`config.mk`:
```
export PLATFORM = sky130hd
export DESIGN_NAME = lcb_cell
export DESIGN_NICKNAME = d
export VERILOG_FILES = /design/src/assert_macros.svh /design/src/lcb_pkg.sv /design/src/lcb_cell.sv
export SDC_FILE = /design/constraint.sdc
export NUM_CORES = 1
export LEC_CHECK = 0
export ABC_AREA = 1
export ABC_CLOCK_PERIOD_IN_PS = 9290
export BUFFER_PORTS_ARGS = -buffer_cell sky130_fd_sc_hd__buf_2
export CORE_AREA = 5 5 188 190
export DETAILED_ROUTE_END_ITERATION = 10
export DIE_AREA = 0 0 193 195
export PLACE_DENSITY_LB_ADDON = 0.3
export SETUP_SLACK_MARGIN = 0.1
export SYNTH_ARGS = -nofsm -noshare
export SYNTH_HDL_FRONTEND = slang
export SYNTH_SLANG_ARGS = --single-unit
```
`constraint.sdc`:
```
create_clock -name clk_i -period 9.29 [get_ports clk_i]
set_clock_uncertainty 0.05 [all_clocks]
set_input_delay 0.4645 -clock clk_i [delete_from_list [all_inputs] [get_ports clk_i]]
set_output_delay 0.4645 -clock clk_i [all_outputs]
set_load 0.1 [all_outputs]
```
`src/assert_macros.svh`:
```
// Assertion helpers: clocked property checks with an active-low reset.
`ifndef ASSERT_MACROS_SVH
`define ASSERT_MACROS_SVH
`ifndef SYNTHESIS
// Check that a property holds at every rising clock edge out of reset.
`define ASSERT_AT(lbl, clk, rstn, prop, msg) \
  lbl: assert property (@(posedge clk) disable iff (!rstn) (prop)) else $error(msg);
// Check that a condition never occurs at a rising clock edge out of reset.
`define ASSERT_NEVER(lbl, clk, rstn, prop, msg) \
  lbl: assert property (@(posedge clk) disable iff (!rstn) !(prop)) else $error(msg);
`else
`define ASSERT_AT(lbl, clk, rstn, prop, msg)
`define ASSERT_NEVER(lbl, clk, rstn, prop, msg)
`endif
`endif

```
`src/lcb_pkg.sv`:
```
`default_nettype none
package lcb_pkg;

  // Number of path points, one cell each.
  localparam int POINTS = 64;
  localparam int IDXW   = $clog2(POINTS);
  // Common width for comparing a 6-bit point index against a cell position.
  localparam int CMPW   = (IDXW > 6) ? IDXW : 6;
  // Edge positions: 20-bit station plus or minus a 15-bit half length, signed.
  localparam int EDGEW  = 22;

  localparam logic [14:0] HALF_LENGTH_RESET = 15'd640;
  localparam logic [14:0] HALF_WIDTH_RESET  = 15'd256;
  localparam logic [14:0] BOUND_LIMIT_RESET = 15'd2048;
  localparam logic signed [15:0] BOUND_RESET = 16'sd2048;

  // Command codes on cmd_i.
  typedef enum logic [1:0] {
    CMD_WRITE_POINT    = 2'd0,
    CMD_APPLY_OBSTACLE = 2'd1,
    CMD_READ_BOUNDS    = 2'd2,
    CMD_CLEAR_BOUNDS   = 2'd3
  } corridor_cmd_e;

  // Configuration register indexes on cfg_index_i.
  localparam logic [1:0] REG_HALF_LENGTH = 2'd0;
  localparam logic [1:0] REG_HALF_WIDTH  = 2'd1;
  localparam logic [1:0] REG_BOUND_LIMIT = 2'd2;

  // Kind of pass a packet makes through the cell chain.
  typedef enum logic [2:0] {
    OP_WRITE,
    OP_SEARCH,
    OP_APPLY,
    OP_READ,
    OP_CLEAR
  } op_e;

  typedef enum logic [1:0] {
    SIDE_NONE  = 2'd0,
    SIDE_LOWER = 2'd1,
    SIDE_UPPER = 2'd2
  } side_e;

  typedef enum logic [1:0] {
    ST_IDLE,
    ST_PASS,
    ST_PICK,
    ST_APPLY
  } state_e;

  // Running nearest-point search for one edge.
  typedef struct packed {
    logic                   found;
    logic                   f0;
    logic [IDXW-1:0]        res;
    logic signed [15:0]     lat;
  } srch_t;

  // Packet handed from cell to cell, one cell per cycle.
  typedef struct packed {
    logic                    valid;
    op_e                     op;
    logic [IDXW-1:0]         pos;
    logic [5:0]              idx;
    logic [19:0]             station;
    logic signed [15:0]      lateral;
    logic signed [EDGEW-1:0] edge_r;
    logic signed [EDGEW-1:0] edge_f;
    srch_t                   srch_r;
    srch_t                   srch_f;
    logic [19:0]             prev_station;
    logic signed [15:0]      prev_lateral;
    logic [IDXW-1:0]         s_idx;
    logic [IDXW-1:0]         e_idx;
    side_e                   side;
    logic signed [15:0]      bound;
    logic signed [15:0]      lo;
    logic signed [15:0]      up;
  } pkt_t;

endpackage
`default_nettype wire

```
`src/lcb_cell.sv`:
```
`default_nettype none
module lcb_cell (
  input  wire logic          clk_i,
  input  wire logic          rst_ni,
  input  wire lcb_pkg::pkt_t pkt_i,
  output lcb_pkg::pkt_t      pkt_o
);
  import lcb_pkg::*;

  logic [19:0]        station_q;
  logic signed [15:0] lateral_q;
  logic signed [15:0] lower_q, lower_d;
  logic signed [15:0] upper_q, upper_d;
  logic               wr_en;
  logic               hit;
  logic               in_range;
  pkt_t               pkt_d, pkt_q;

  // One step of the nearest-point search at this cell.
  function automatic srch_t search_step(srch_t s, logic signed [EDGEW-1:0] e,
                                        logic [IDXW-1:0] pos, logic [19:0] st,
                                        logic signed [15:0] lat, logic [19:0] pst,
                                        logic signed [15:0] plat);
    srch_t                 r;
    logic signed [EDGEW:0] d_here;
    logic signed [EDGEW:0] d_prev;
    logic                  reached;
    r       = s;
    reached = $signed({2'b00, st}) >= e;
    d_here  = $signed({3'b000, st}) - $signed({e[EDGEW-1], e});
    d_prev  = $signed({e[EDGEW-1], e}) - $signed({3'b000, pst});
    if (!s.found && reached) begin
      r.found = 1'b1;
      if (pos == '0) begin
        r.f0  = 1'b1;
        r.res = '0;
        r.lat = lat;
      end else if (d_here > d_prev) begin
        r.res = pos - IDXW'(1);
        r.lat = plat;
      end else begin
        r.res = pos;
        r.lat = lat;
      end
    end
    return r;
  endfunction

  // Act on the passing packet and hand it on.
  always_comb begin
    pkt_d              = pkt_i;
    pkt_d.pos          = pkt_i.pos + IDXW'(1);
    pkt_d.prev_station = station_q;
    pkt_d.prev_lateral = lateral_q;
    lower_d            = lower_q;
    upper_d            = upper_q;
    wr_en              = 1'b0;
    hit                = CMPW'(pkt_i.idx) == CMPW'(pkt_i.pos);
    in_range           = (pkt_i.pos >= pkt_i.s_idx) && (pkt_i.pos <= pkt_i.e_idx);
    if (pkt_i.valid) begin
      unique case (pkt_i.op)
        OP_WRITE: begin
          wr_en = hit;
        end
        OP_SEARCH: begin
          pkt_d.srch_r = search_step(pkt_i.srch_r, pkt_i.edge_r, pkt_i.pos, station_q,
                                     lateral_q, pkt_i.prev_station, pkt_i.prev_lateral);
          pkt_d.srch_f = search_step(pkt_i.srch_f, pkt_i.edge_f, pkt_i.pos, station_q,
                                     lateral_q, pkt_i.prev_station, pkt_i.prev_lateral);
        end
        OP_APPLY: begin
          if (in_range) begin
            if (pkt_i.side == SIDE_LOWER) begin
              if ($signed(lower_q) < $signed(pkt_i.bound)) lower_d = pkt_i.bound;
            end else if (pkt_i.side == SIDE_UPPER) begin
              if ($signed(upper_q) > $signed(pkt_i.bound)) upper_d = pkt_i.bound;
            end
          end
        end
        OP_READ: begin
          if (hit) begin
            pkt_d.lo = lower_q;
            pkt_d.up = upper_q;
          end
        end
        OP_CLEAR: begin
          lower_d = -$signed(pkt_i.bound);
          upper_d = pkt_i.bound;
        end
        default: ;
      endcase
    end
  end

  // Advance the packet and hold the bounds.
  always_ff @(posedge clk_i or negedge rst_ni) begin
    if (!rst_ni) begin
      pkt_q   <= '0;
      lower_q <= -BOUND_RESET;
      upper_q <= BOUND_RESET;
    end else begin
      pkt_q   <= pkt_d;
      lower_q <= lower_d;
      upper_q <= upper_d;
    end
  end

  // Store the path point.
  always_ff @(posedge clk_i) begin
    if (wr_en) begin
      station_q <= pkt_i.station;
      lateral_q <= pkt_i.lateral;
    end
  end

  assign pkt_o = pkt_q;

endmodule
`default_nettype wire

```
-- After elaboration in Yosys (flattened, before gate mapping)
Cells that the tools add are included.
- output and inout bits: 242
- bits of input ports: 244
- RAM bits: 0
- memories: 0
- bits in latches: 0
- bits in read-only memories: 0
- flip-flop bits (word level): 310
- divide/modulo/power cells: 0
- mux-type cells: 24
- $mul: 0
- equal/unequal tests: 13
- reduce and logical (&&, ||, !) cells: 10
- magnitude comparators: 8
- add/subtract/negate cells: 7
- bitwise gates (word level): 0
- shift-type cells: 0
- operators by type and width (kind ; number):
    $mux 16 ; 7
    $mux 32 ; 3
    $mux 48 ; 2
    $mux 22 ; 4
    $pmux 16 s2 ; 2
    $mux 24 ; 2
    $gt 23x23->1 ; 2
    $sub 21x22->23 ; 2
    $sub 22x21->23 ; 2
    $ge 21x22->1 ; 2
    $gt 16x16->1 ; 1
    $lt 16x16->1 ; 1
    $neg 16->16 ; 1
    $ne 2x2->1 const B ; 6
    $add 6x1->6 const B ; 1
    $eq 3x2->1 const B ; 2
    $eq 6x6->1 ; 1
    $ge 6x6->1 ; 1
    $le 6x6->1 ; 1
    $logic_not 6->1 ; 1
    $reduce_and 6->1 ; 1
    $sub 6x1->6 const B ; 1
    $reduce_and 5->1 ; 1
    $mux 1 ; 4
    other kinds (8) ; 11

-- Depth between registers and ports, before layout
- depth after elaboration: 7
- gate-level depth with buffers: 27
- gate-level depth less buffers: 27

-- Worst setup path after synthesis
No wires, ideal clock.
- path type: input to register
- start: input pkt_i[234] (netlist name)
- end: register lateral_q[0], enable pin
- arrival: 3.729 ns
- slack: 5.037 ns
- library setup time: 0.474 ns
- buffers on the path: 1
- stages: 5
- cell sequence: clkbuf_1 xor2_1 a2111oi_4 nand2_1 nor3_1
- longest elaborated chain between the ends: 3
- RTL lines (what ; RTL line ; RTL):
    start: declaration ; lcb_cell.sv:5 ; input wire lcb_pkg::pkt_t pkt_i,
    $eq 6x6->1 ; lcb_cell.sv:58 ; hit = CMPW'(pkt_i.idx) == CMPW'(pkt_i.pos);
    $mux 1 ; lcb_cell.sv:61 ; unique case (pkt_i.op)
    $mux 1 ; lcb_cell.sv:60 ; if (pkt_i.valid) begin
    via wr_en ; lcb_cell.sv:14 ; logic wr_en;
    end signal: assignment ; lcb_cell.sv:112 ; lateral_q <= pkt_i.lateral;
    end: declaration ; lcb_cell.sv:11 ; logic signed [15:0] lateral_q;
The timed path passes the listed nets, and every way through them passes these cells.
A chain may end at the register's enable or synchronous reset.

==> flow_summary.yaml <==
cts:
  clk_pin_slew_ns: 0.06
  numCtsBuffers: 31
  cts_root_buf: "clkbuf_16"
  cts_max_level: 1
  clk-insertion-delay-late_ns: 0.60
  ctsResizeCount: 0
  cts_buffer_depth: 3
  cts_tree: "built"
  clock_sinks: 310
floorplan:
  dieArea_mm2: 0.0376
  die_y_um: 195
  rows: 67
  die_width_um: 193
  coreArea_mm2: 0.0333
  ios: 486
  initial_utilization_pct: 53.8
place:
  portBuffers: 485
  place_inst: 2994
  place.gp.congestion: 1.18
  hpwlAfterDp_um: 49000
synthesis:
  synth_seq_area_share_pct: 44.3
  synth_seq_cells: 310
  ys_types: 51
  synthCells: 2089
  yosysTopAreaCell: "dfrtp_1"
  synth_area_leaders: "dfrtp_1 (37%), ha_1 (12%), nand2_1 (12%)"
  synth_nets: 2508
  ys_async_sr_fraction_pct: 88.4
  synth_area_per_cell_um2: 8.58
  synth_edf_count: 36
  synthFlopType: "dfrtp_1"
  syn_area_mm2: 0.0179
  ys_warn_count: 0
  netlist.area_leader.share_pct: 37.4
sta:
  setup_viol: 0
  slew_violations: 0
  timing.setup.tns_ns: 0
  hold_slack_ns: 0.0255
  max_freq_ghz: 0.198
  rsz0062_at_grt: "false"
  fin_crit_sh_pct: 54.3
  maxSlewHeadroom_pct: 23.2
  tightest_slew_ns: 1.15
  finalHoldViolations: 0
  period_needed_ns: 5.05
setup_path:
  critPathTopFamily: "simple AND/OR/NAND/NOR gates"
  crit_buf_inv: 2
  rr_worst_depth: 19
  rr_startpoint: "station_q[0]"
  slowest_stage: "nand4_1"
  worstPathMaxFanout: 24
  worstSetupPathType: "reg -> reg"
  critPathMostFrequentCell: "nand2_1"
  start_kind: "flop"
  cp_cell_sequence: "inv_1 > ha_1 > inv_1 > fa_1 > nand3_1 > nand2_1 > nand2_1 > o211ai_1 > a31oi_1 > o21ai_0 > xor2_1 > ha_1 > nand2_1 > nor3_1 > nand4_1 > nand3_2 > nand2_1 > nand3_1 > nand2_1"
  end_kind: "flop"
  timing.rr.end: "pkt_o[122]"
  required_ns: 9.72
  cp_slowest_stage_delay_ns: 0.91
  reg2reg_setup_slack_ns: 4.24
  worstPathArrival_ns: 5.48
route:
  drc: 0
  wl_per_cell_um: 20.2
  vias: 17102
  drt_pass1_iterations: 6
  drtAntennaViolNets: 0
  avgViaCountPerCell: 5.41
  drt-initial-drc-count: 1425
  routed_wl_um: 63900
grt:
  grt_pass1_vias: 16867
  antenna_found_initial: 1
  grt_pass1_wl_um: 96600
  grt_max_degree: 106
  grt_usage_pct: 32.9
  gr-total-overflow: 0
min_path:
  hold_depth: 1
  min_from: "pkt_i[40]"
  hold_class: "in -> reg"
  whs_endpoint: "pkt_o[40]"
status:
  outcome: "completed"
final_layout:
  nNetsFinal: 3110
  stdcell_count: 3164
  diodes: 0
  syn2layout_area_growth_pct: 27.7
  final_layout_size_suffix_gt1_share_pct: 23.1
pwr:
  leakagePower_uw: 0.0121
  ir_drop_mv: 0.177
  power_density_mw_per_mm2: 178
flow_run:
  max_cap_violations: 0
==> power breakdown <==
| part | leakage [uW] | switching, uW | internal (uW) |
|---|---|---|---|
| Combinational | 0.00808 | 954 | 358 |
| Sequential | 0.00353 | 48.1 | 1460 |
| Clock | 0.000484 | 567 | 694 |
| Total | 0.0121 | 1570 | 2510 |
==> metrics by stage <==
| stage | cell area (um2) | setup slack [ns] | util, % | total power, uW |
|---|---|---|---|---|
| after floorplan | 17900 | 5.04 | - | 2440 |
| final | 22900 | 4.24 | 68.7 | 4080 |
| after global placement | 20700 | 4.42 | 62.3 | 2760 |
| after detailed placement | 20700 | 4.27 | 62.3 | 2780 |
| after CTS | 22900 | 4.33 | 68.7 | 4070 |
| after global routing | 22900 | 3.85 | 68.7 | 4270 |
==> worst max path at each step <==
stage,from,to,slack (ns),cells after the start
after floorplan,pkt_i[234],lateral_q[0],5.04,5
after global placement,pkt_i[91],pkt_o[143],4.42,18
after detailed placement,pkt_i[168],pkt_o[128],4.27,17
after CTS,station_q[0],pkt_o[128],4.33,19
after global routing,pkt_i[168],pkt_o[131],3.85,18
final,station_q[0],pkt_o[122],4.24,19
==> cell usage in the layout, fill, tap and decap left out, drive strengths merged, types with 2 or more instances in the layout <==
cell / instances
a211oi: 3
a21o: 5
a21oi: 124
a31o: 2
a31oi: 7
and3: 3
buf: 492
clkbuf: 44
clkinv: 6
clkinvlp: 5
dfrtp: 268
dfstp: 6
dlygate4sd3: 112
edfxtp: 36
fa: 4
ha: 171
inv: 291
nand2: 562
nand3: 137
nand3b: 7
nand4: 47
nor2: 118
nor3: 26
nor3b: 4
nor4: 10
o2111ai: 3
o211ai: 9
o21a: 2
o21ai: 99
o21bai: 6
xnor2: 35
xor2: 68
==> cell type report <==
class	instances	area, um2
multi-input combinational	1455	8640
clock inverter	14	153
tap	448	561
timing repair buffer	604	3610
clock buffer	44	875
sequential	310	7950
inverter	289	1090
fill	2639	10400
==> cells in the mapped netlist, types with 6 or more instances <==
cell type / count
a31oi_1: 7
nand4_1: 45
buf_2: 14
o21ai_0: 58
o211ai_1: 9
nand3_1: 134
nor3_1: 25
nand2_2: 8
inv_2: 12
o21ai_2: 34
ha_1: 171
xnor2_1: 35
nor2_1: 111
a21oi_1: 122
dfrtp_1: 268
dfstp_2: 6
buf_6: 9
nand2_1: 553
nand3b_1: 7
inv_1: 274
clkbuf_1: 7
nor4_1: 9
edfxtp_1: 36
o21ai_1: 7
o21bai_1: 6
xor2_1: 68
==> logic make-up after synthesis <==
family / share of synthesized area [%]
simple gates: 22.0
buf+inv: 7.49
flops: 44.3
compound gates: 8.76
fa+ha+maj: 12.4
xor+xnor: 5.03
==> layer usage <==
layer  share of wire [%]  GRT usage, %
met1                  40          42.9
met2                  46          53.3
met3                 9.3          7.45
met4                 4.4          12.9
met5                0.10          1.19
==> flip-flops by register name, indices dropped and copies added, names as in the netlist <==
signal	count
upper_q	16
station_q	20
lateral_q	16
pkt_o	242
lower_q	16
==> repair_timing <==
action,CTS,global route
endpoints found under the hold margin,225,1
buffers inserted,0,0
hold buffers,111,1
Note: power is estimated with default switching activity, not from simulation.
