==> config.mk <==
export PLATFORM = sky130hd
export DESIGN_NAME = lcb_ctrl
export DESIGN_NICKNAME = d
export VERILOG_FILES = /design/src/lcb_pkg.sv /design/src/lcb_ctrl.sv
export VERILOG_INCLUDE_DIRS = /design/src /design/src/src
export SDC_FILE = /design/constraint.sdc
export NUM_CORES = 1
export LEC_CHECK = 0
export BUFFER_PORTS_ARGS = -buffer_cell sky130_fd_sc_hd__buf_2
export CORE_AREA = 4 4 231 233
export CTS_CLUSTER_SIZE = 12
export DETAILED_ROUTE_END_ITERATION = 12
export DIE_AREA = 0 0 235 237
export PLACE_DENSITY = 0.56
export SLEW_MARGIN = 20
export SYNTH_ARGS = -nofsm -noshare
export SYNTH_HDL_FRONTEND = slang
export SYNTH_SLANG_ARGS = --single-unit
==> constraint.sdc <==
create_clock -name clk_i -period 4.8 [get_ports clk_i]
set_input_delay 0.24 -clock clk_i [delete_from_list [all_inputs] [get_ports clk_i]]
set_output_delay 0.24 -clock clk_i [all_outputs]
set_load 0.01 [all_outputs]
==> src/assert_macros.svh <==
// Assertion helpers: clocked property checks with an active-low reset.
`ifndef ASSERT_MACROS_SVH
`define ASSERT_MACROS_SVH
`ifndef SYNTHESIS
// Check that a property holds at every rising clock edge out of reset.
`define ASSERT_AT(lbl, clk, rstn, prop, msg) \
  lbl: assert property (@(posedge clk) disable iff (!rstn) (prop)) else $error(msg);
// Check that a condition never occurs at a rising clock edge out of reset.
`define ASSERT_NEVER(lbl, clk, rstn, prop, msg) \
  lbl: assert property (@(posedge clk) disable iff (!rstn) !(prop)) else $error(msg);
`else
`define ASSERT_AT(lbl, clk, rstn, prop, msg)
`define ASSERT_NEVER(lbl, clk, rstn, prop, msg)
`endif
`endif

==> src/lcb_pkg.sv <==
`default_nettype none
package lcb_pkg;

  // Number of path points, one cell each.
  localparam int POINTS = 64;
  localparam int IDXW   = $clog2(POINTS);
  // Common width for comparing a 6-bit point index against a cell position.
  localparam int CMPW   = (IDXW > 6) ? IDXW : 6;
  // Edge positions: 20-bit station plus or minus a 15-bit half length, signed.
  localparam int EDGEW  = 22;

  localparam logic [14:0] HALF_LENGTH_RESET = 15'd640;
  localparam logic [14:0] HALF_WIDTH_RESET  = 15'd256;
  localparam logic [14:0] BOUND_LIMIT_RESET = 15'd2048;
  localparam logic signed [15:0] BOUND_RESET = 16'sd2048;

  // Command codes on cmd_i.
  typedef enum logic [1:0] {
    CMD_WRITE_POINT    = 2'd0,
    CMD_APPLY_OBSTACLE = 2'd1,
    CMD_READ_BOUNDS    = 2'd2,
    CMD_CLEAR_BOUNDS   = 2'd3
  } corridor_cmd_e;

  // Configuration register indexes on cfg_index_i.
  localparam logic [1:0] REG_HALF_LENGTH = 2'd0;
  localparam logic [1:0] REG_HALF_WIDTH  = 2'd1;
  localparam logic [1:0] REG_BOUND_LIMIT = 2'd2;

  // Kind of pass a packet makes through the cell chain.
  typedef enum logic [2:0] {
    OP_WRITE,
    OP_SEARCH,
    OP_APPLY,
    OP_READ,
    OP_CLEAR
  } op_e;

  typedef enum logic [1:0] {
    SIDE_NONE  = 2'd0,
    SIDE_LOWER = 2'd1,
    SIDE_UPPER = 2'd2
  } side_e;

  typedef enum logic [1:0] {
    ST_IDLE,
    ST_PASS,
    ST_PICK,
    ST_APPLY
  } state_e;

  // Running nearest-point search for one edge.
  typedef struct packed {
    logic                   found;
    logic                   f0;
    logic [IDXW-1:0]        res;
    logic signed [15:0]     lat;
  } srch_t;

  // Packet handed from cell to cell, one cell per cycle.
  typedef struct packed {
    logic                    valid;
    op_e                     op;
    logic [IDXW-1:0]         pos;
    logic [5:0]              idx;
    logic [19:0]             station;
    logic signed [15:0]      lateral;
    logic signed [EDGEW-1:0] edge_r;
    logic signed [EDGEW-1:0] edge_f;
    srch_t                   srch_r;
    srch_t                   srch_f;
    logic [19:0]             prev_station;
    logic signed [15:0]      prev_lateral;
    logic [IDXW-1:0]         s_idx;
    logic [IDXW-1:0]         e_idx;
    side_e                   side;
    logic signed [15:0]      bound;
    logic signed [15:0]      lo;
    logic signed [15:0]      up;
  } pkt_t;

endpackage
`default_nettype wire

==> src/lcb_ctrl.sv <==
`default_nettype none
`include "assert_macros.svh"
module lcb_ctrl (
  input  wire logic        clk_i,
  input  wire logic        rst_ni,
  input  wire logic        start,
  output logic             busy,
  input  wire logic [1:0]  cmd_i,
  input  wire logic [5:0]  point_index_i,
  input  wire logic [19:0] station_i,
  input  wire logic signed [15:0] lateral_i,
  input  wire logic        cfg_valid_i,
  output logic             cfg_ready_o,
  input  wire logic [1:0]  cfg_index_i,
  input  wire logic [14:0] cfg_data_i,
  output lcb_pkg::pkt_t    launch_o,
  input  wire lcb_pkg::pkt_t exit_i,
  output logic             done_o,
  output logic [5:0]       start_point_o,
  output logic [5:0]       end_point_o,
  output logic [1:0]       obstacle_side_o,
  output logic signed [15:0] lower_bound_o,
  output logic signed [15:0] upper_bound_o
);
  import lcb_pkg::*;

  state_e             state_q, state_d;
  logic [14:0]        half_len_q, half_wid_q, bound_lim_q;
  pkt_t               launch_q, launch_d;
  logic [IDXW-1:0]    s_q, s_d, e_q, e_d;
  logic signed [15:0] lat_s_q, lat_s_d, lat_e_q, lat_e_d;
  logic signed [15:0] ob_lat_q, ob_lat_d;
  logic               done_q, done_d;
  logic [5:0]         res_sp_q, res_sp_d, res_ep_q, res_ep_d;
  side_e              res_side_q, res_side_d;
  logic signed [15:0] res_lo_q, res_lo_d, res_up_q, res_up_d;
  logic               accept;
  logic               skip;
  srch_t              fin_r, fin_f;
  logic signed [16:0] lat_sum;
  logic signed [16:0] lat_twice;
  logic signed [17:0] raise_val, lower_val;

  function automatic logic signed [15:0] sat16(logic signed [17:0] v);
    logic signed [15:0] r;
    if (v > 18'sd32767) r = 16'sh7fff;
    else if (v < -18'sd32768) r = 16'sh8000;
    else r = v[15:0];
    return r;
  endfunction

  // Close a search: the last point wins when the edge lies at or past it.
  function automatic srch_t finish_search(srch_t s, logic signed [EDGEW-1:0] e,
                                          logic [19:0] st_last,
                                          logic signed [15:0] lat_last);
    srch_t r;
    r = s;
    if (!s.f0 && ($signed({2'b00, st_last}) <= e)) begin
      r.res = IDXW'(POINTS - 1);
      r.lat = lat_last;
    end
    return r;
  endfunction

  assign accept      = start && !busy;
  assign busy        = state_q != ST_IDLE;
  assign cfg_ready_o = 1'b1;
  assign skip        = (s_q == '0) && (e_q == '0);
  assign fin_r       = finish_search(exit_i.srch_r, exit_i.edge_r, exit_i.prev_station,
                                     exit_i.prev_lateral);
  assign fin_f       = finish_search(exit_i.srch_f, exit_i.edge_f, exit_i.prev_station,
                                     exit_i.prev_lateral);
  assign lat_sum     = $signed({lat_s_q[15], lat_s_q}) + $signed({lat_e_q[15], lat_e_q});
  assign lat_twice   = $signed({ob_lat_q, 1'b0});
  assign raise_val   = $signed({{2{ob_lat_q[15]}}, ob_lat_q}) + $signed({3'b000, half_wid_q});
  assign lower_val   = $signed({{2{ob_lat_q[15]}}, ob_lat_q}) - $signed({3'b000, half_wid_q});

  // Hold the configuration registers.
  always_ff @(posedge clk_i or negedge rst_ni) begin
    if (!rst_ni) begin
      half_len_q  <= HALF_LENGTH_RESET;
      half_wid_q  <= HALF_WIDTH_RESET;
      bound_lim_q <= BOUND_LIMIT_RESET;
    end else if (cfg_valid_i && cfg_ready_o) begin
      unique case (cfg_index_i)
        REG_HALF_LENGTH: half_len_q  <= cfg_data_i;
        REG_HALF_WIDTH:  half_wid_q  <= cfg_data_i;
        REG_BOUND_LIMIT: bound_lim_q <= cfg_data_i;
        default: ;
      endcase
    end
  end

  // Next state.
  always_comb begin
    state_d = state_q;
    unique case (state_q)
      ST_IDLE:  if (accept) state_d = ST_PASS;
      ST_PASS: begin
        if (exit_i.valid) state_d = (exit_i.op == OP_SEARCH) ? ST_PICK : ST_IDLE;
      end
      ST_PICK:  state_d = skip ? ST_IDLE : ST_APPLY;
      ST_APPLY: if (exit_i.valid) state_d = ST_IDLE;
    endcase
  end

  // Launch packets, collect search results and build the result.
  always_comb begin
    launch_d   = '0;
    done_d     = 1'b0;
    s_d        = s_q;
    e_d        = e_q;
    lat_s_d    = lat_s_q;
    lat_e_d    = lat_e_q;
    ob_lat_d   = ob_lat_q;
    res_sp_d   = res_sp_q;
    res_ep_d   = res_ep_q;
    res_side_d = res_side_q;
    res_lo_d   = res_lo_q;
    res_up_d   = res_up_q;
    unique case (state_q)
      ST_IDLE: begin
        if (accept) begin
          ob_lat_d         = lateral_i;
          res_sp_d         = '0;
          res_ep_d         = '0;
          res_side_d       = SIDE_NONE;
          res_lo_d         = '0;
          res_up_d         = '0;
          launch_d.valid   = 1'b1;
          launch_d.idx     = point_index_i;
          launch_d.station = station_i;
          launch_d.lateral = lateral_i;
          launch_d.edge_r  = $signed({2'b00, station_i}) - $signed({7'd0, half_len_q});
          launch_d.edge_f  = $signed({2'b00, station_i}) + $signed({7'd0, half_len_q});
          launch_d.bound   = $signed({1'b0, bound_lim_q});
          unique case (cmd_i)
            CMD_WRITE_POINT:    launch_d.op = OP_WRITE;
            CMD_APPLY_OBSTACLE: launch_d.op = OP_SEARCH;
            CMD_READ_BOUNDS:    launch_d.op = OP_READ;
            CMD_CLEAR_BOUNDS:   launch_d.op = OP_CLEAR;
          endcase
        end
      end
      ST_PASS: begin
        if (exit_i.valid) begin
          if (exit_i.op == OP_SEARCH) begin
            s_d      = fin_r.res;
            e_d      = fin_f.res;
            lat_s_d  = fin_r.lat;
            lat_e_d  = fin_f.lat;
            res_sp_d = 6'(fin_r.res);
            res_ep_d = 6'(fin_f.res);
          end else begin
            res_lo_d = exit_i.lo;
            res_up_d = exit_i.up;
            done_d   = 1'b1;
          end
        end
      end
      ST_PICK: begin
        if (skip) begin
          done_d = 1'b1;
        end else begin
          launch_d.valid = 1'b1;
          launch_d.op    = OP_APPLY;
          launch_d.s_idx = s_q;
          launch_d.e_idx = e_q;
          if (lat_sum > lat_twice) begin
            launch_d.side  = SIDE_LOWER;
            launch_d.bound = sat16(raise_val);
            res_side_d     = SIDE_LOWER;
          end else begin
            launch_d.side  = SIDE_UPPER;
            launch_d.bound = sat16(lower_val);
            res_side_d     = SIDE_UPPER;
          end
        end
      end
      ST_APPLY: begin
        if (exit_i.valid) done_d = 1'b1;
      end
    endcase
  end

  always_ff @(posedge clk_i or negedge rst_ni) begin
    if (!rst_ni) begin
      state_q  <= ST_IDLE;
      launch_q <= '0;
      done_q   <= 1'b0;
    end else begin
      state_q  <= state_d;
      launch_q <= launch_d;
      done_q   <= done_d;
    end
  end

  always_ff @(posedge clk_i) begin
    s_q        <= s_d;
    e_q        <= e_d;
    lat_s_q    <= lat_s_d;
    lat_e_q    <= lat_e_d;
    ob_lat_q   <= ob_lat_d;
    res_sp_q   <= res_sp_d;
    res_ep_q   <= res_ep_d;
    res_side_q <= res_side_d;
    res_lo_q   <= res_lo_d;
    res_up_q   <= res_up_d;
  end

  assign launch_o        = launch_q;
  assign done_o          = done_q;
  assign start_point_o   = res_sp_q;
  assign end_point_o     = res_ep_q;
  assign obstacle_side_o = res_side_q;
  assign lower_bound_o   = res_lo_q;
  assign upper_bound_o   = res_up_q;

  `ASSERT_AT(a_done_idle, clk_i, rst_ni, done_o |-> !busy, "result strobe while busy")
  `ASSERT_AT(a_launch_after_accept, clk_i, rst_ni, accept |=> launch_q.valid, "no launch")
  `ASSERT_AT(a_launch_single, clk_i, rst_ni, launch_q.valid |=> !launch_q.valid, "long launch")
  `ASSERT_NEVER(a_exit_unexpected, clk_i, rst_ni, exit_i.valid && !(state_q == ST_PASS || state_q == ST_APPLY), "packet left chain while not waiting")
  `ASSERT_AT(a_pick_after_pass, clk_i, rst_ni, (state_q == ST_PICK) |-> ($past(state_q) == ST_PASS), "pick entered without search pass")

endmodule
`default_nettype wire

Word level (Yosys, flattened, before mapping)
Index checks and enable logic that the tools add are counted.

word-level totals
  register bits after elaboration = 274
  bits in latches = 0
  RAM bits = 0
  ROM bits = 0
  input bits = 307
  output and inout port bits = 291
  logic and storage cells = 123
  memories = 0

cells by class
  add/subtract/negate cells = 5
  $mul = 0
  divide/modulo/power cells = 0
  $lt $le $gt $ge = 7
  equality and inequality tests = 15
  shifts and indexed selects = 0
  multiplexer cells = 46
  bitwise gates (word level) = 0
  reduce and logical (&&, ||, !) cells = 24

operator list
  kind                                                                             number
  86-bit 2-to-1 mux                                                                2
  16-bit 2-to-1 mux                                                                9
  16-bit case mux with 2 select lines                                              3
  21-bit by 22-bit <= comparator with 1-bit output                                 2
  22-bit 2-to-1 mux                                                                2
  16-bit by 16-bit adder with 17-bit output                                        2
  17-bit by 16-bit > comparator with 1-bit output (second input constant)          2
  17-bit by 16-bit less-than comparator with 1-bit output (second input constant)  2
  30-bit 2-to-1 mux                                                                1
  6-bit 2-to-1 mux                                                                 5
  6-bit case mux with 2 select lines                                               2
  20-bit by 15-bit adder with 21-bit output                                        1
  20-bit by 15-bit subtractor with 21-bit output                                   1
  18-bit 2-to-1 mux                                                                1
  17-bit > comparator                                                              1
  16-bit by 16-bit subtractor with 17-bit output                                   1
  2-bit 2-to-1 mux                                                                 8
  15-bit 2-to-1 mux                                                                1
  14-bit 2-to-1 mux                                                                1
  6-bit zero test                                                                  2
  2-bit != test (second input constant)                                            6
  3-bit case mux with 4 select lines                                               1
  2-bit equality test (second input constant)                                      5
  3-bit AND reduction                                                              3
  other kinds (14)                                                                 33

Depth between registers and ports, before layout
Gate-level depths: netlist of run 1.

  word-level depth = 7
  mapped depth = 23
  depth with buffers taken out = 22

Worst setup path before layout of run 1
No wires, ideal clock.

  kind = register to register
  start point = register lat_s_q[1]
  end point = register launch_q, in the netlist launch_o[33]
  library setup time = 0.088 ns
  arrival time = 4.163 ns
  data required time = 4.712 ns
  setup slack = 0.549 ns
  stages on the path, launching flop included = 20
  path buffers = 1
  clock period less this slack = 4.251 ns
  cell sequence = edfxtp_1 ha_1 a21oi_1 nor2b_1 o31a_1 o41a_1 a41o_1 or2_2 nand3_1 o21ai_0 xor2_1 ha_1 and3_1 a211oi_1 o21ai_0 a31oi_1 clkbuf_1 nor2b_1 a22oi_1 a41oi_1

RTL lines
  element                 line             RTL
  start, declared         lcb_ctrl.sv:31   logic signed [15:0] lat_s_q, lat_s_d, lat_e_q, lat_e_d;
  start signal, assigned  lcb_ctrl.sv:201  lat_s_q <= lat_s_d;
  end signal, assigned    lcb_ctrl.sv:193  launch_q <= launch_d;
  end, declared           lcb_ctrl.sv:29   pkt_t launch_q, launch_d;

==> flow_summary_export.csv, run 1 <==
group,metric,value,unit
status,status,"finished clean",
global_route,gr-usage-met2,0.297,
clock_network,clock_sinks,271,
power,p_total,8.91,mW
global_route,grt_antenna_before_repair,7,
logic_synthesis,ys_seq_area_frac,0.462,
timing,finalWorstSetupSlack,0.289,ns
global_route,gr-usage-met1,0.232,
global_route,grt_pass1_wl,77900,um
worst_setup_path,crit_slowest_cell,"o41a_1",
clock_network,cts_made_buffers,34,
worst_setup_path,worstSetupStartpointType,"flop",
placement,port_buffers,393,
worst_setup_path,path_buf_inv,1,
clock_network,clk_pin_slew,0.06,ns
worst_setup_path,cp.arrival,4.95,ns
power,internal_power,5.74,mW
floorplanning,die_x,235,um
logic_synthesis,ys_types,67,
timing,fmax,0.222,GHz
logic_synthesis,async_flop_share,0.609,
logic_synthesis,synth_edf_count,106,
worst_setup_path,worst-path-max-fanout,11,
finish,drive_gt1_frac,0.277,
timing,finClkSkew,0.0188,ns
clock_network,clk_path_buf_depth,3,
run,drv_cap,0,
timing,final.period_utilization,0.940,
worst_setup_path,path_class,"reg2reg",
finish,fin_nets,2469,
timing,hold_violations,0,
detailed_routing,drcViolationCount,0,
min_path,holdCritPathClass,"in2reg",
logic_synthesis,synth_top_cell_area_share,0.254,
global_route,overflow,0,
power,p_clk_frac,0.288,
finish,final_cell_area,20400,sq um
worst_setup_path,crit_family,"compound AO/OA/AOI/OAI gates",
power,seqPwrFrac,0.370,
power,p_comb_frac,0.342,
power,switching_share,0.356,
clock_network,htreeDepth,2,
detailed_routing,ant_nets,0,
logic_synthesis,syn_inst,1515,
timing,tightestPinTransition,1.06,ns
detailed_routing,drt-total-wl,51400,um
floorplanning,die_area,55700,sq um
clock_network,cts_tree,"done",
clock_network,clk_latency,0.54,ns
power,power.switching,3.17,mW
worst_setup_path,path_depth,20,
timing,setup_viol,0,
clock_network,clock-root-buffer,"clkbuf_16",
global_route,busiest_layer,"met2",
floorplanning,ioPinCount,598,
global_route,grt_pass1_vias,13000,
power,power_density,436,nW/um^2
worst_setup_path,cp-end-kind,"flop",
worst_setup_path,worst-endpoint-required,5.24,ns
detailed_routing,vias_per_cell,4.56,
finish,num-fill-cells,5071,
timing,drv_slew,0,
detailed_routing,vias,12500,
global_route,grt_max_degree,84,
logic_synthesis,ys_warn_count,0,
worst_setup_path,slowest_delay,0.42,ns
detailed_routing,dr.pass1.iters,5,
floorplanning,num_rows,83,
logic_synthesis,synth_area_leaders,"dfrtp_1 25%, edfxtp_1 20%, ha_1 11%, buf_4 6.0%, mux2_2 4.8%",
worst_setup_path,crit_chain,"ha_1, a21oi_1, nor2b_1, o31a_1, o41a_1, a41o_1, or2_2, nand3_1, o21ai_0, xor2_1, ha_1, and3_1, a211oi_1, o21ai_0, a31oi_1, buf_4, nor2b_2, and2_2, o31ai_1, a31oi_1",
min_path,whs_path_depth,3,
floorplanning,start_util,0.309,
worst_setup_path,worstRegToRegCells,20,
logic_synthesis,synth.avg_cell_area,10.5,sq um
power,ir_worst_vdd,0.000217,V
logic_synthesis,synth-seq-cells,271,
logic_synthesis,synth_top_cell_by_area,"dfrtp_1",
logic_synthesis,syn_area,15800,sq um
placement,dpl_worst_slack,0.237,ns
timing,relSlewSlack,0.292,
floorplanning,die_h,237,um
power,leakage,10.1,nW
finish,area_growth,29.0,%
detailed_routing,drtIter0Drc,657,
logic_synthesis,synth_flop_cell,"dfrtp_1",
placement,gp_congestion,0.935,
detailed_routing,wl_per_cell,18.8,um
global_route,groute.usage.overall,0.178,
timing,finalCriticalPeriod,4.51,ns
global_route,use_met3,0.0521,
floorplanning,fp.coreArea,51200,sq um
placement,dp_hpwl,40500,um
placement,place_area,18200,sq um
==> power by group through the flow <==
stage | logic, mW | registers, mW | clock network [mW]
detailed placement | 2.97 | 3.31 | 0
CTS | 3.07 | 3.29 | 2.66
global route | 3.37 | 3.34 | 2.75
floorplan | 1.75 | 3.34 | 0
finish | 3.05 | 3.29 | 2.57
global placement | 2.96 | 3.33 | 0
==> layer usage <==
layer | vias up | wire length [um]
li1 | 6004 | -
met1 | 6004 | 22400
met2 | 399 | 24300
met3 | 51 | 3770
met4 | 6 | 788
met5 | - | 36
==> cell usage after synthesis, types with 3 or more instances <==
| cell | instances |
|---|---|
| dfrtp_1 | 161 |
| ha_1 | 134 |
| buf_4 | 126 |
| inv_1 | 118 |
| nor2_1 | 118 |
| edfxtp_1 | 106 |
| mux2_2 | 67 |
| nand2_1 | 61 |
| a21oi_1 | 60 |
| and3_1 | 53 |
| o21ai_0 | 53 |
| and2_1 | 51 |
| xnor2_1 | 47 |
| clkbuf_1 | 43 |
| a21o_1 | 26 |
| nand3_1 | 25 |
| nor2b_1 | 23 |
| nand2b_1 | 22 |
| o21a_1 | 22 |
| nor3_1 | 21 |
| or2_2 | 16 |
| a31oi_1 | 11 |
| nand4_1 | 10 |
| xor2_1 | 10 |
| a22oi_1 | 9 |
| o21bai_1 | 9 |
| a211oi_1 | 8 |
| nor4_1 | 7 |
| o211ai_1 | 6 |
| o31ai_1 | 6 |
| a21boi_0 | 5 |
| a221o_1 | 5 |
| fa_1 | 5 |
| nor3b_1 | 5 |
| or3_1 | 5 |
| buf_2 | 4 |
| dfstp_2 | 4 |
| nand3b_1 | 4 |
| a2111oi_0 | 3 |
| a211o_1 | 3 |
| a32oi_1 | 3 |
| a41oi_1 | 3 |
| buf_1 | 3 |
==> path summary, 6_finish.rpt <==
check / startpoint / end / slack (ns)
worst max-delay path: lat_s_q[1]$_DFFE_PP_ / launch_o[45]$_DFF_PN0_ / 0.29
worst min-delay path: cfg_data_i[2] / half_len_q[2]$_DFFE_PN0P_ / 0.02
worst max register to register: lat_s_q[1]$_DFFE_PP_ / launch_o[45]$_DFF_PN0_ / 0.29
worst min register to register: bound_lim_q[7]$_DFFE_PN0P_ / launch_o[39]$_DFF_PN0_ / 0.48
max in group asynchronous: rst_ni / launch_o[195]$_DFF_PN0_ / 3.39
min in group asynchronous: rst_ni / launch_o[179]$_DFF_PN0_ / 0.32
==> logic make-up (layout without fill, tap and decap cells) <==
kind of cell / count (synthesis) / after routing / synth area share
and+or+nand+nor: 430 / 430 / 0.140
adders and majority gates: 139 / 139 / 0.112
muxes: 68 / 68 / 0.0483
xor gates and xnor gates: 57 / 57 / 0.0315
other: 2 / 127 / 0.000474
DFF: 271 / 271 / 0.462
buffers and inverters: 296 / 708 / 0.101
AOI/OAI and AO/OA: 252 / 252 / 0.105
==> cell usage in the layout, fill, tap and decap left out, types with 6 or more instances in the layout <==
cell type | Yosys | layout
and3_1 | 53 | 53
nor2_1 | 118 | 116
buf_4 | 126 | 23
o21ai_0 | 53 | 51
conb_1 | 2 | 124
a21o_1 | 26 | 26
nor2b_1 | 23 | 20
nand3_1 | 25 | 25
ha_1 | 134 | 134
nand2b_1 | 22 | 22
buf_2 | 4 | 392
a31oi_1 | 11 | 11
a22oi_1 | 9 | 9
nand2_1 | 61 | 61
dlygate4sd3_1 | 0 | 110
a21oi_1 | 60 | 59
xor2_1 | 10 | 10
inv_1 | 118 | 118
o211ai_1 | 6 | 6
dfrtp_1 | 161 | 161
edfxtp_1 | 106 | 106
o21a_1 | 22 | 22
clkbuf_16 | 0 | 36
nor3_1 | 21 | 20
a211oi_1 | 8 | 8
o21bai_1 | 9 | 9
nor4_1 | 7 | 7
and2_1 | 51 | 50
o31ai_1 | 6 | 6
xnor2_1 | 47 | 47
mux2_2 | 67 | 67
nand4_1 | 10 | 10
clkbuf_1 | 43 | 10
or2_2 | 16 | 16
==> worst register-to-register path: stages (launching register included) <==
cell,delay (ns)
edfxtp_1,0.38
ha_1,0.30
a21oi_1,0.13
nor2b_1,0.07
o31a_1,0.26
o41a_1,0.42
a41o_1,0.29
or2_2,0.31
nand3_1,0.08
o21ai_0,0.10
xor2_1,0.15
ha_1,0.34
and3_1,0.21
a211oi_1,0.18
o21ai_0,0.11
a31oi_1,0.17
buf_4,0.20
nor2b_2,0.21
and2_2,0.23
o31ai_1,0.10
a31oi_1,0.19
==> sequential cells by signal (all words and copies together), names as in the netlist <==
register and count:
bound_lim_q 15, lat_e_q 16, done_o 1, end_point_o 6, obstacle_side_o 2, start_point_o 6, half_len_q 15, half_wid_q 15
lat_s_q 16, e_q 6, lower_bound_o 16, ob_lat_q 16, state_q 2, upper_bound_o 16, launch_o 117, s_q 6
==> area by class of cell <==
class / instances / area, sq um / share of cell area
clock buffer: 49 / 980 / 0.0479
inverter: 119 / 447 / 0.0219
antenna: 3 / 7.51 / 0.000367
tap: 680 / 851 / 0.0416
clock inverter: 13 / 140 / 0.00686
sequential: 271 / 7320 / 0.358
multi-input combinational: 1070 / 7430 / 0.364
timing repair buffer: 527 / 3270 / 0.160
==> stage by stage <==
step,util,instances,TNS [ns],hold slack (ns)
final,0.399,2732,0,0.0199
after global routing,0.399,2730,-0.00662,0.0126
after CTS,0.398,2726,0,0.0000921
after detailed placement,0.355,2554,0,0.351
after global placement,0.355,2554,0,0.348
after floorplan,-,1637,0,-0.0556
==> repair_timing <==
| item | in CTS | in global routing |
|---|---|---|
| endpoints found under the setup margin | 0 | 12 |
| hold buffers | 110 | 0 |
| resized for setup | 0 | 5 |
| endpoints found under the hold margin | 221 | 0 |
| buffers inserted | 0 | 2 |
(Power assumes the default switching activity.)
==> run 2, diff against run 1 <==
- ABC_AREA: default -> 1
- CORE_AREA: 4 4 231 233 -> 4 4 230 232
- DIE_AREA: 0 0 235 237 -> 0 0 234 236
- PLACE_DENSITY: 0.56 -> default
==> run 2 against run 1 <==
Compared with the run above:
- via count rose by 17%
- worst setup slack gained 0.69 ns
- cell count rose by 21%
- first-iteration DRC count up 20%
- register-to-register slack improved by 0.69 ns
- clock power fell by 5%
- combinational power rose by 9.8%
- area after synthesis up 7.1%
- sequential cell count unchanged
- synthesized cell count up 38%
- power up 1.5%
==> flow_summary_export.csv, run 2 <==
group,metric,value,unit
status,status,"finished clean",
clock_network,htreeDepth,1,
worst_setup_path,reg2reg_setup_slack,0.97,ns
detailed_routing,vias,14600,
finish,mostFrequentLayoutCells,"426 x nand2_1, 392 x buf_2, 363 x inv_1",
clock_network,cts_setup_buffers,0,
worst_setup_path,r2r-end,"launch_o[38]$_DFF_PN0_",
finish,drive_gt1_frac,0.191,
finish,area_growth,26.1,%
power,p_total,9.04,mW
clock_network,clock-root-buffer,"clkbuf_16",
clock_network,clk_pin_slew,0.06,ns
timing,fmax,0.261,GHz
worst_setup_path,path_buf_inv,4,
placement,port_buffers,393,
logic_synthesis,synth_edf_count,106,
logic_synthesis,synth.avg_cell_area,8.09,sq um
worst_setup_path,worst-path-max-fanout,13,
run,drv_cap,0,
logic_synthesis,syn_inst,2097,
placement,gp_congestion,0.889,
logic_synthesis,synth_area_leaders,"dfrtp_1 24%, edfxtp_1 19%, ha_1 9.9%, nand2_1 9.4%, inv_1 8.1%",
global_route,grt_pass1_wl,77600,um
min_path,holdCritPathClass,"in2reg",
detailed_routing,ant_nets,0,
global_route,grt_max_degree,166,
clock_network,cts_tree,"done",
finish,largest_reg_flops,117,
detailed_routing,drtIter0Drc,789,
logic_synthesis,synth_most_common_cell,"nand2_1",
timing,drv_slew,0,
power,power_density,423,nW/um^2
logic_synthesis,synth_flop_cell,"dfrtp_1",
detailed_routing,dr.pass1.iters,5,
placement,dp_hpwl,39200,um
floorplanning,num_rows,83,
logic_synthesis,synth_top_cell_area_share,0.237,
clock_network,clock_sinks,271,
detailed_routing,drt-total-wl,50200,um
logic_synthesis,synth_top_cell_by_area,"dfrtp_1",
worst_setup_path,cp.arrival,4.28,ns
finish,fin_nets,3033,
global_route,grt_antenna_before_repair,0,
floorplanning,die_x,234,um
worst_setup_path,crit_chain,"ha_1, inv_1, fa_1, o21ai_0, nand3_1, nand3_1, nand2_1, nand2_1, nor3_1, a21oi_1, inv_1, ha_1, a21oi_1, o21ai_0, nor2_1, nand2_1, nand2_1, nand2_1, inv_1, nor2_1, nand2_1, nand3_1, nand2_1, inv_1",
worst_setup_path,path_common_cell,"nand2_1",
logic_synthesis,syn_area,17000,sq um
timing,finClkSkew,0.0136,ns
clock_network,cts_made_buffers,30,
min_path,whs_path_depth,3,
min_path,whs_endpoint,"bound_lim_q[0]$_DFFE_PN0P_",
detailed_routing,vias_per_cell,4.42,
worst_setup_path,worst-endpoint-required,5.25,ns
global_route,groute.usage.overall,0.175,
timing,setup_viol,0,
timing,final.period_utilization,0.797,
logic_synthesis,async_flop_share,0.609,
clock_network,clk_path_buf_depth,3,
timing,tightestPinTransition,0.992,ns
detailed_routing,wl_per_cell,15.3,um
global_route,overflow,0,
logic_synthesis,ys_types,50,
logic_synthesis,synth-seq-cells,271,
floorplanning,fp.coreArea,51000,sq um
worst_setup_path,cp-end-kind,"flop",
worst_setup_path,crit_family,"simple AND/OR/NAND/NOR gates",
power,ir_worst_vdd,0.000235,V
clock_network,cts_resized,0,
detailed_routing,drcViolationCount,0,
worst_setup_path,crit_slowest_cell,"fa_1",
timing,relSlewSlack,0.337,
finish,layout_commonest_cell,"nand2_1",
clock_network,clk_latency,0.56,ns
logic_synthesis,ys_warn_count,0,
timing,rsz0062_at_grt,"no",
floorplanning,die_area,55200,sq um
power,leakage,11.7,nW
floorplanning,start_util,0.333,
timing,finalCriticalPeriod,3.83,ns
min_path,hp-start,"cfg_data_i[0]",
global_route,grt_pass1_vias,14600,
worst_setup_path,worstSetupStartpointType,"flop",
floorplanning,die_h,236,um
worst_setup_path,worstReg2RegStart,"lat_s_q[0]$_DFFE_PP_",
worst_setup_path,worstRegToRegCells,24,
logic_synthesis,ys_seq_area_frac,0.431,
timing,fin_setup_tns,0,ns
logic_synthesis,yosys-top-cells-count,"426 x nand2_1, 364 x inv_1, 206 x nor2_1, 161 x dfrtp_1",
worst_setup_path,slowest_delay,0.41,ns
worst_setup_path,path_class,"reg2reg",
timing,hold_violations,0,
floorplanning,ioPinCount,598,
## run 2: cell count changes in the layout (fill, tap and decap cells not counted), moves of 20 or more
cell	previous run	this run
xnor2_1	47	7
nor2_1	116	204
and2_1	50	0
and3_1	53	1
mux2_2	67	0
nand2b_1	22	0
nor2b_1	20	0
nand3_1	25	80
a21oi_1	59	124
o21ai_0	51	131
inv_1	118	363
nand2_1	61	426
## run 2: final cells by class
class                      instances  area [sq um]
fill                            5104         29600
multi-input combinational       1387          7470
sequential                       271          7320
timing repair buffer             522          3270
inverter                         375          1410
clock buffer                      49           967
tap                              680           851
clock inverter                     7           113
antenna                            2          5.00
## run 2: kinds of logic (layout without fill, tap and decap cells)
logic type	after synthesis	in the layout	synth area share
fa+ha+maj	139	139	0.105
xor+xnor	35	35	0.0181
buf+inv	561	953	0.157
other cells	2	126	0.000443
simple gates	789	789	0.193
flops	271	271	0.431
compound gates	300	300	0.0961
## run 2: stage by stage
step           utilization  setup slack (ns)  cell area [sq um]  hold WS [ns]  instances
2_1_floorplan            -              1.25              17400       -0.0556       2219
3_3_place_gp         0.374              1.02              19100         0.435       3114
3_5_place_dp         0.375              1.01              19100         0.442       3115
4_1_cts              0.420             0.991              21400      0.000971       3291
5_1_grt              0.420             0.649              21400        0.0192       3291
6_report             0.420             0.975              21400        0.0199       3293
## run 2: routing by layer
| layer | global-route usage | wire length (um) | vias up |
|---|---|---|---|
| met4 | 0.0492 | 1320 | 0 |
| li1 | - | - | 7366 |
| met2 | 0.307 | 24900 | 395 |
| met3 | 0.0269 | 2740 | 69 |
| met5 | 0 | 0 | - |
| met1 | 0.222 | 21300 | 6726 |
## run 2: timing repair
item / in CTS / in global routing
hold buffers: 120 / 0
endpoints found under the hold margin: 304 / 0
endpoints found under the setup margin: 0 / 0
## run 2: worst max path at each step
| stage | from | end | cells past startpoint |
|---|---|---|---|
| floorplan | state_q[0]$_DFFE_PN0P_ | lower_bound_o[0]$_SDFFCE_PP0P_ | 4 |
| global placement | lat_s_q[0]$_DFFE_PP_ | launch_o[38]$_DFF_PN0_ | 24 |
| detailed placement | lat_e_q[0]$_DFFE_PP_ | launch_o[38]$_DFF_PN0_ | 24 |
| CTS | lat_e_q[0]$_DFFE_PP_ | launch_o[38]$_DFF_PN0_ | 24 |
| global route | lat_s_q[0]$_DFFE_PP_ | launch_o[38]$_DFF_PN0_ | 24 |
| finish | lat_s_q[0]$_DFFE_PP_ | launch_o[38]$_DFF_PN0_ | 24 |
## run 2: where the power goes
part	switching (mW)	leakage [nW]	internal (mW)
Combinational	2.21	8.03	1.13
Sequential	0.225	3.19	3.02
Clock	0.920	0.527	1.53
Total	3.36	11.7	5.68
## run 2: worst min-delay path, cell delays in order
cell,delay (ns)
buf_2,0.08
inv_1,0.07
o21ai_0,0.15
